$ cat src/sv/key_click_classifier_macros.svh
// assertion macros for the key click classifier
`ifndef KEY_CLICK_CLASSIFIER_MACROS_SVH
`define KEY_CLICK_CLASSIFIER_MACROS_SVH

`ifndef NO_ASSERTIONS

// clocked check, quiet while reset is applied
`define KCC_ASSERT(lbl, prop, msg) \
	lbl: assert property (@(posedge clk) disable iff (!arst_n) prop) else $error(msg);

// clocked check that also holds during reset
`define KCC_ASSERT_ALWAYS(lbl, prop, msg) \
	lbl: assert property (@(posedge clk) prop) else $error(msg);

`else

`define KCC_ASSERT(lbl, prop, msg)
`define KCC_ASSERT_ALWAYS(lbl, prop, msg)

`endif

`endif

$ cat src/sv/kcc_pkg.sv
// types and constants shared by the key click classifier modules
package kcc_pkg;

	localparam int NUM_KEYS = 2;
	localparam int KEY_W  = 1;
	localparam int CFG_W  = 16;
	localparam int TIME_W = 32;

	localparam logic [CFG_W-1:0] LONG_PRESS_RESET = 16'd500;
	localparam logic [CFG_W-1:0] DOUBLE_TAP_RESET = 16'd200;

	typedef enum logic [1:0] {
		PH_IDLE  = 2'd0,
		PH_CHECK = 2'd1,
		PH_WAIT2 = 2'd2,
		PH_HELD  = 2'd3
	} phase_t;

	typedef enum logic [1:0] {
		EV_NONE   = 2'd0,
		EV_SINGLE = 2'd1,
		EV_DOUBLE = 2'd2,
		EV_LONG   = 2'd3
	} click_event_t;

	typedef enum logic [0:0] {
		REG_LONG_PRESS = 1'b0,
		REG_DOUBLE_TAP = 1'b1
	} cfg_idx_t;

	typedef struct packed {
		logic [KEY_W-1:0]  key_index;
		logic              pressed;
		logic [TIME_W-1:0] now_ms;
	} kcc_in_t;

	typedef struct packed {
		logic [KEY_W-1:0] out_key;
		click_event_t     click_event;
	} kcc_out_t;

	typedef struct packed {
		logic [CFG_W-1:0] long_press_ms;
		logic [CFG_W-1:0] double_tap_ms;
	} kcc_cfg_t;

	typedef struct packed {
		phase_t            phase;
		logic [TIME_W-1:0] start_ms;
	} key_state_t;

	typedef struct packed {
		logic             we;
		logic [KEY_W-1:0] key;
		key_state_t       st;
	} key_upd_t;

endpackage

$ cat src/sv/kcc_cfg_regs.sv
// threshold registers written through the plain configuration port
module kcc_cfg_regs (
	input  logic                    clk,
	input  logic                    arst_n,
	input  logic                    cfg_we,
	input  kcc_pkg::cfg_idx_t       cfg_index,
	input  logic [kcc_pkg::CFG_W-1:0] cfg_data,
	output kcc_pkg::kcc_cfg_t       cfg
);
	import kcc_pkg::*;

	logic [CFG_W-1:0] long_press_ms_q;
	logic [CFG_W-1:0] double_tap_ms_q;

	always_ff @(posedge clk or negedge arst_n) begin
		if (!arst_n) begin
			long_press_ms_q <= LONG_PRESS_RESET;
			double_tap_ms_q <= DOUBLE_TAP_RESET;
		end else if (cfg_we) begin
			unique case (cfg_index)
				REG_LONG_PRESS: long_press_ms_q <= cfg_data;
				REG_DOUBLE_TAP: double_tap_ms_q <= cfg_data;
			endcase
		end
	end

	assign cfg.long_press_ms = long_press_ms_q;
	assign cfg.double_tap_ms = double_tap_ms_q;

endmodule

$ cat src/sv/kcc_key_bank.sv
// per-key phase and start time registers with select and write-back
module kcc_key_bank (
	input  logic                      clk,
	input  logic                      arst_n,
	input  logic [kcc_pkg::KEY_W-1:0] rd_key,
	output kcc_pkg::key_state_t       rd_state,
	output logic                      rd_ok,
	input  kcc_pkg::key_upd_t         upd
);
	import kcc_pkg::*;

	key_state_t state_q [NUM_KEYS];

	// keys are matched by full-width compare so unreachable entries never alias
	always_comb begin
		rd_state = '{phase: PH_IDLE, start_ms: '0};
		rd_ok    = 1'b0;
		for (int i = 0; i < NUM_KEYS; i++) begin
			if (i == int'(rd_key)) begin
				rd_state = state_q[i];
				rd_ok    = 1'b1;
			end
		end
	end

	for (genvar g = 0; g < NUM_KEYS; g++) begin : g_key
		always_ff @(posedge clk or negedge arst_n) begin
			if (!arst_n) begin
				state_q[g] <= '{phase: PH_IDLE, start_ms: '0};
			end else if (upd.we && (g == int'(upd.key))) begin
				state_q[g] <= upd.st;
			end
		end
	end

endmodule

$ cat src/sv/kcc_step.sv
// one scan sample through the per-key click phase machine
module kcc_step (
	input  kcc_pkg::kcc_in_t    req,
	input  kcc_pkg::key_state_t cur,
	input  kcc_pkg::kcc_cfg_t   cfg,
	output kcc_pkg::key_state_t nxt,
	output kcc_pkg::click_event_t click_event
);
	import kcc_pkg::*;

	logic [TIME_W-1:0] elapsed;
	logic              long_hit;
	logic              tap_hit;

	// wrapping difference
	assign elapsed  = req.now_ms - cur.start_ms;
	assign long_hit = elapsed >= {{(TIME_W-CFG_W){1'b0}}, cfg.long_press_ms};
	assign tap_hit  = elapsed >= {{(TIME_W-CFG_W){1'b0}}, cfg.double_tap_ms};

	// next phase and start time
	always_comb begin
		nxt = cur;
		unique case (cur.phase)
			PH_IDLE: begin
				if (req.pressed) begin
					nxt.phase    = PH_CHECK;
					nxt.start_ms = req.now_ms;
				end
			end
			PH_CHECK: begin
				if (!req.pressed) begin
					nxt.phase    = PH_WAIT2;
					nxt.start_ms = req.now_ms;
				end else if (long_hit) begin
					nxt.phase = PH_HELD;
				end
			end
			PH_WAIT2: begin
				if (req.pressed) begin
					nxt.phase = PH_HELD;
				end else if (tap_hit) begin
					nxt.phase = PH_IDLE;
				end
			end
			PH_HELD: begin
				if (!req.pressed) begin
					nxt.phase = PH_IDLE;
				end
			end
		endcase
	end

	// reported event
	always_comb begin
		click_event = EV_NONE;
		unique case (cur.phase)
			PH_CHECK: begin
				if (req.pressed && long_hit) begin
					click_event = EV_LONG;
				end
			end
			PH_WAIT2: begin
				if (req.pressed) begin
					click_event = EV_DOUBLE;
				end else if (tap_hit) begin
					click_event = EV_SINGLE;
				end
			end
			PH_IDLE, PH_HELD: click_event = EV_NONE;
		endcase
	end

endmodule

$ cat src/sv/key_click_classifier.sv
// top level of the key click classifier
//
// usage: each request on the in channel is one scan sample of one key (index,
// pressed level, free-running millisecond count). each sample yields exactly
// one result on the out channel: the key index and a click event (none,
// single click, double click or long press).
// both channels use valid/stall; a request moves when valid is high and stall
// is low. in_stall rises only while a sample sits in the input register and
// the result register is full and stalled.
// an accepted sample goes through the input and the result register to out_data.
// throughput: one sample per cycle unless the receiver stalls, set by the
// single read-modify-write of the per-key phase registers between the input
// and result registers. while the receiver stalls, the result holds and one
// more sample waits in the input register; after that in_stall goes high.
// the thresholds are written through cfg_we/cfg_index/cfg_data; the user must
// write them only while no sample is in flight, the block does not enforce it.
// reset: both registers empty, every key idle with a zero start time,
// long press 500 ms, double tap window 200 ms.
// samples for a key index at or above NUM_KEYS change nothing and report none.
module key_click_classifier (
	input  logic                      clk,
	input  logic                      arst_n,
	input  logic                      in_valid,
	output logic                      in_stall,
	input  kcc_pkg::kcc_in_t          in_data,
	output logic                      out_valid,
	input  logic                      out_stall,
	output kcc_pkg::kcc_out_t         out_data,
	input  logic                      cfg_we,
	input  kcc_pkg::cfg_idx_t         cfg_index,
	input  logic [kcc_pkg::CFG_W-1:0] cfg_data
);
	import kcc_pkg::*;

	`include "key_click_classifier_macros.svh"

	// input register
	logic       valid_s1;
	kcc_in_t    req_s1;

	// result register
	logic       out_valid_q;
	kcc_out_t   out_data_q;

	logic         advance;
	kcc_cfg_t     cfg;
	key_state_t   cur_state;
	logic         key_ok;
	key_state_t   nxt_state;
	click_event_t step_event;
	key_upd_t     upd;
	logic         event_seen;

	// the result register frees up when empty or taken this cycle
	assign advance  = !out_valid_q || !out_stall;
	assign in_stall = valid_s1 && !advance;

	always_ff @(posedge clk or negedge arst_n) begin
		if (!arst_n) begin
			valid_s1 <= 1'b0;
		end else if (!in_stall) begin
			valid_s1 <= in_valid;
		end
	end

	always_ff @(posedge clk) begin
		if (in_valid && !in_stall) begin
			req_s1 <= in_data;
		end
	end

	kcc_cfg_regs u_cfg (
		.clk       (clk),
		.arst_n    (arst_n),
		.cfg_we    (cfg_we),
		.cfg_index (cfg_index),
		.cfg_data  (cfg_data),
		.cfg       (cfg)
	);

	kcc_key_bank u_bank (
		.clk      (clk),
		.arst_n   (arst_n),
		.rd_key   (req_s1.key_index),
		.rd_state (cur_state),
		.rd_ok    (key_ok),
		.upd      (upd)
	);

	kcc_step u_step (
		.req         (req_s1),
		.cur         (cur_state),
		.cfg         (cfg),
		.nxt         (nxt_state),
		.click_event (step_event)
	);

	// write back in the same cycle the result is registered, so the next
	// sample of the same key already sees the new phase
	assign upd.we  = valid_s1 && advance && key_ok;
	assign upd.key = req_s1.key_index;
	assign upd.st  = nxt_state;

	always_ff @(posedge clk or negedge arst_n) begin
		if (!arst_n) begin
			out_valid_q <= 1'b0;
		end else if (advance) begin
			out_valid_q <= valid_s1;
		end
	end

	always_ff @(posedge clk) begin
		if (advance && valid_s1) begin
			out_data_q.out_key     <= req_s1.key_index;
			out_data_q.click_event <= key_ok ? step_event : EV_NONE;
		end
	end

	assign out_valid = out_valid_q;
	assign out_data  = out_data_q;

	// a shown result that carries a real event
	assign event_seen = out_valid_q && (out_data_q.click_event != EV_NONE);

	// stall is raised only for a waiting sample
	`KCC_ASSERT_ALWAYS(a_stall_needs_sample, in_stall |-> valid_s1, "in_stall without a sample")

	// a blocked sample stays put in the input register
	`KCC_ASSERT(a_s1_holds, in_stall |=> valid_s1 && $stable(req_s1), "blocked sample lost")

	// a sample that moves on always lands in the result register
	`KCC_ASSERT(a_s1_to_out, (valid_s1 && advance) |=> out_valid_q, "sample dropped between registers")

	// events come only from keys that exist
	`KCC_ASSERT(a_event_key, event_seen |-> int'(out_data_q.out_key) < NUM_KEYS, "bad event key")

endmodule

$ cat config.mk
export PLATFORM = sky130hd
export DESIGN_NAME = key_click_classifier
export DESIGN_NICKNAME = d
export VERILOG_FILES = /design/src/sv/kcc_pkg.sv /design/src/sv/kcc_cfg_regs.sv /design/src/sv/kcc_key_bank.sv /design/src/sv/kcc_step.sv /design/src/sv/key_click_classifier.sv
export VERILOG_INCLUDE_DIRS = /design/src /design/src/sv
export SDC_FILE = /design/constraint.sdc
export NUM_CORES = 1
export LEC_CHECK = 0
export ABC_CLOCK_PERIOD_IN_PS = 4500
export BUFFER_PORTS_ARGS = -buffer_cell sky130_fd_sc_hd__buf_2
export CAP_MARGIN = 5
export CORE_MARGIN = 5
export CORE_UTILIZATION = 40
export CTS_BUF_LIST = sky130_fd_sc_hd__clkbuf_4
export DETAILED_ROUTE_END_ITERATION = 8
export PLACE_DENSITY = 0.61
export SLEW_MARGIN = 20
export SYNTH_ARGS = -nofsm -noshare
export SYNTH_HDL_FRONTEND = slang
export SYNTH_HIERARCHICAL = 1
export SYNTH_SLANG_ARGS = --single-unit
$ cat constraint.sdc
create_clock -name clk -period 4.5 [get_ports clk]
set_input_delay 0.45 -clock clk [delete_from_list [all_inputs] [get_ports clk]]
set_output_delay 0.45 -clock clk [all_outputs]
set_load 0.01 [all_outputs]
==> impl_table.tex <==
\begin{tabular}{lr}
\hline
Metric & Value \\
\hline
\multicolumn{2}{l}{\textbf{Outcome}} \\
Outcome & complete, no violations \\
\multicolumn{2}{l}{\textbf{Timing}} \\
Least setup slack across all paths after layout & roughly 110 ps \\
Final Cycle Share & 97.59\% \\
Slew at the pin closest to its max-slew limit & around 930 ps \\
Final setup violating endpoints & 0 \\
Accumulated negative setup slack & 0 ps \\
Final hold vios & 0 \\
Final min period & $\sim$4400 ps \\
Max Clock Skew & 18.41 ps \\
Final Max Tran Viols & 0 \\
Unrepaired setup endpoints after global routing & true \\
Peak clock frequency supported by timing & about 230 MHz \\
Worst relative slew slack & 37.52\% \\
\multicolumn{2}{l}{\textbf{Power}} \\
Net switching power & between 2 and 3 mW \\
Switching fraction of total power & between 40\% and 50\% \\
Leakage & 4.435 nW \\
Worst IR Drop VDD & 0.0001923 V \\
Total power draw & 6.275 mW \\
Combinational power share & about 57\% \\
Power Density & 638.8 nW/um\^{}2 \\
Fraction of power consumed by sequential logic & between 20 and 30\% \\
Internal cell power & $\sim$3.7 mW \\
Fraction of power consumed by the clock network & around 13\% \\
\multicolumn{2}{l}{\textbf{Logic synthesis}} \\
Xor and xnor fraction of the mapped netlist area & around 2.2\% \\
Number of instances in the synthesized netlist & between 800 and 900 \\
Top flip-flop cell by instance count after synthesis & sky130\_fd\_sc\_hd\_\_dfrtp\_1 \\
Adder and majority gate portion of the synthesized area & a little under a tenth \\
Share of flip-flops with an asynchronous set or reset after synthesis & around 73\% \\
Synth Register Bits & between 100 and 150 \\
Post-synthesis simple-gate area fraction & 9.491\% \\
Net Count, Synth & slightly above 900 \\
Sequential cell area fraction in the yosys report & around two fifths \\
Unique masters post-synth & $\sim$70 \\
Post-synthesis average cell area & between 10 and 15 um\^{}2 \\
Number of synthesized flops with an enable pin & 37 \\
Netlist area before placement & approximately 9000 um\^{}2 \\
Largest family of logic cells by synthesized area & multiplexers \\
Synth Area in Compound Gates & 13.07\% \\
Number of synthesis warnings & 6 \\
Share of cell area taken by muxes after synthesis & a little under a fifth \\
\multicolumn{2}{l}{\textbf{Critical path}} \\
Class of the most critical setup path & reg2reg \\
Top fanout value on the critical path & 4 \\
Worst flop-to-flop path startpoint & req\_s1[33] \\
Launching element type of the critical path & register \\
Required time reported for the critical path endpoint & 4920 ps \\
CP bufs+invs & 1 \\
Critical path's slowest cell & sky130\_fd\_sc\_hd\_\_or4\_4 \\
Cell-by-cell listing of the critical path & buf\_6 > mux2\_2 > ha\_4 > fa\_2 > nor2b\_4 > o2111ai\_4 > a211o\_4 > a311oi\_2 > nor2\_1 > xnor2\_1 > or4\_4 > nor4b\_4 > nor2\_1 > or3\_1 > mux2\_2 \\
Endpoint class of the critical path & register \\
Worst Setup SP & req\_s1[33] \\
WP data arrival & $\sim$4800 ps \\
Kind of cell with the highest combined delay on the critical path & simple AND/OR/NAND/NOR gates \\
Max incr delay on CP & roughly 550 ps \\
\multicolumn{2}{l}{\textbf{Hold path}} \\
Critical hold path startpoint & in\_data[10] \\
Class of the most critical hold timing path & in2reg \\
\multicolumn{2}{l}{\textbf{Placement}} \\
PortBufs & 60 \\
GPL Wtd Cong & between 0.8 and 0.9 \\
Worst Setup Slack post-DPL & roughly 17 ps \\
DPL Wire Length & 13380 um \\
\multicolumn{2}{l}{\textbf{Drt}} \\
Wire length per cell after detailed routing & 15.54 um \\
Vias per Instance & around 5 \\
Met2 wire length & 8443 um \\
Number of nets with antenna violations after detailed routing & 0 \\
Total vias in the final route & about 6000 \\
Top routing layer in use & met4 \\
Number of design-rule violations left by the first detailed-router iteration & approximately 310 \\
Routed met3 length & 449 um \\
Routed wire length & around 18000 um \\
Final routed DRC violation total & 0 \\
Number of search-and-repair iterations in the first detailed-routing pass & 4 \\
Met1 wire length & 9012 um \\
\multicolumn{2}{l}{\textbf{Global route}} \\
Global-route wire length before repair & 30500 um \\
Via count of the first global-routing pass & between 6000 and 7000 \\
Initial antenna violation count & 1 \\
GR Util All Layers & between 10\% and 20\% \\
Aggregate global routing overflow & 0 \\
Largest net degree at the start of global routing & 77 \\
\multicolumn{2}{l}{\textbf{Die}} \\
Total Die Area & between 20000 and 30000 um\^{}2 \\
Initial core utilization & about two fifths \\
I/O pins & a little over 60 \\
Area of the core & 21760 um\^{}2 \\
Number of rows created at floorplan & between 50 and 60 \\
Die Span Y & $\sim$160 um \\
Horiz. Die Dim & around 160 um \\
\multicolumn{2}{l}{\textbf{Clock network}} \\
CTS clk-pin slew, worst paths & $\sim$130 ps \\
Worst skew pair latency & between 500 and 600 ps \\
Clock sink total & approximately 140 \\
CTS Buffer Depth & 2 \\
TritonCTS buffer count & 17 \\
Clock tree from TritonCTS & yes \\
CTS Root Buffer Type & sky130\_fd\_sc\_hd\_\_clkbuf\_4 \\
Number of H-tree levels & 4 \\
\multicolumn{2}{l}{\textbf{Cells and area}} \\
Most frequent standard cell in the layout excluding fill and tap cells & sky130\_fd\_sc\_hd\_\_mux2\_2 \\
Area added between synthesis and finish & 11.55\% \\
Post-route core utilization & about 45\% \\
Layout cells sized above 1 & 33.33\% \\
Post-layout net count & roughly 1000 \\
Highest-count cells in the layout ignoring fill and taps & sky130\_fd\_sc\_hd\_\_mux2\_2, sky130\_fd\_sc\_hd\_\_dfrtp\_1, sky130\_fd\_sc\_hd\_\_nand2\_1, sky130\_fd\_sc\_hd\_\_inv\_1, sky130\_fd\_sc\_hd\_\_ha\_1 \\
\multicolumn{2}{l}{\textbf{Run}} \\
Maximum capacitance violations & 0 \\
\hline
\end{tabular}
## sequential cells by signal, indices dropped and copies added (netlist names)
register,cells
req_s1,34
valid_s1,1
u_cfg/double_tap_ms_q,16
out_valid,1
u_bank/state_q,68
u_cfg/long_press_ms_q,16
out_data,3
## final timing paths
path                                      end  slack [ps]  depth (start not counted)
max                        u_bank/state_q[33]         110                         15
min                                req_s1[10]          80                          1
max reg2reg                u_bank/state_q[33]         110                         15
min reg2reg                 u_bank/state_q[9]         510                          1
max in group asynchronous  u_bank/state_q[25]        3170                          3
min in group asynchronous  u_bank/state_q[44]         490                          2
## layout make-up
cell class / count / area, um^2
Fill cell: 2075 / 11930
Multi-Input combinational cell: 565 / 4728
Sequential cell: 139 / 3675
Timing Repair Buffer: 87 / 528.0
Tap cell: 280 / 350.3
Inverter: 68 / 255.2
Clock buffer: 21 / 157.7
Clock inverter: 11 / 126.4
Antenna cell: 1 / 2.502
## synthesized netlist by cell type (5+ instances only)
library cell	number	area [um^2]
sky130_fd_sc_hd__a211oi_1	9	67.56
sky130_fd_sc_hd__nand3_1	5	25.02
sky130_fd_sc_hd__nand4_1	13	81.33
sky130_fd_sc_hd__a21o_1	28	210.2
sky130_fd_sc_hd__o21ai_0	44	220.2
sky130_fd_sc_hd__o21a_1	9	67.56
sky130_fd_sc_hd__a21oi_1	35	175.2
sky130_fd_sc_hd__ha_1	63	788.3
sky130_fd_sc_hd__nor2_1	26	97.59
sky130_fd_sc_hd__dfstp_2	9	236.5
sky130_fd_sc_hd__clkbuf_1	13	48.80
sky130_fd_sc_hd__nand2b_1	6	37.54
sky130_fd_sc_hd__edfxtp_1	37	1111
sky130_fd_sc_hd__buf_6	12	135.1
sky130_fd_sc_hd__buf_2	11	55.05
sky130_fd_sc_hd__inv_1	68	255.2
sky130_fd_sc_hd__dfrtp_1	93	2327
sky130_fd_sc_hd__xnor2_1	16	140.1
sky130_fd_sc_hd__mux2_2	123	1385
sky130_fd_sc_hd__nor2b_1	6	37.54
sky130_fd_sc_hd__o211ai_1	5	37.54
sky130_fd_sc_hd__xor2_1	6	52.55
sky130_fd_sc_hd__and2_1	5	31.28
sky130_fd_sc_hd__nand2_1	70	262.8
sky130_fd_sc_hd__nor3_1	8	40.04
sky130_fd_sc_hd__a21oi_2	5	43.79
sky130_fd_sc_hd__mux2_4	15	225.2
## cells by family after synthesis
logic type      count (synthesis)
fa+ha+maj                      64
other cells                     1
mux                           140
compound gates                173
buf+inv                       106
xor+xnor                       22
simple gates                  165
flops                         139
## power by group through the flow
stage                     Combinational (mW)  Clock [mW]  Sequential [mW]
after floorplan                         2.74           0             1.80
after global routing                    4.10       0.941             1.87
final                                   3.61       0.841             1.83
after detailed placement                3.50           0             1.86
after global placement                  3.46           0             1.85
after CTS                               3.52       0.886             1.83
## metal layers
| metal | track usage, % | vias to the layer above |
|---|---|---|
| met1 | 20.96 | 2855 |
| li1 | - | 3045 |
| met3 | 3.180 | 15 |
| met2 | 24.44 | 65 |
| met4 | 4.468 | 0 |
| met5 | 0 | - |
## per-stage QoR
step	cells	area [um^2]	hold slack (ps)
CTS	1166	9676	0.9109
detailed placement	1134	9392	487.8
floorplan	810	8806	154.4
finish	1172	9823	78.98
global placement	1134	9392	481.0
global route	1172	9823	6.164
## what timing repair did
item                                    in CTS  in global routing
endpoints found under the setup margin       0                  4
resized for setup                            0                 19
buffers inserted                             0                  4
endpoints found under the hold margin        0                 61
hold buffers                                 0                  1
(Power assumes the default switching activity.)
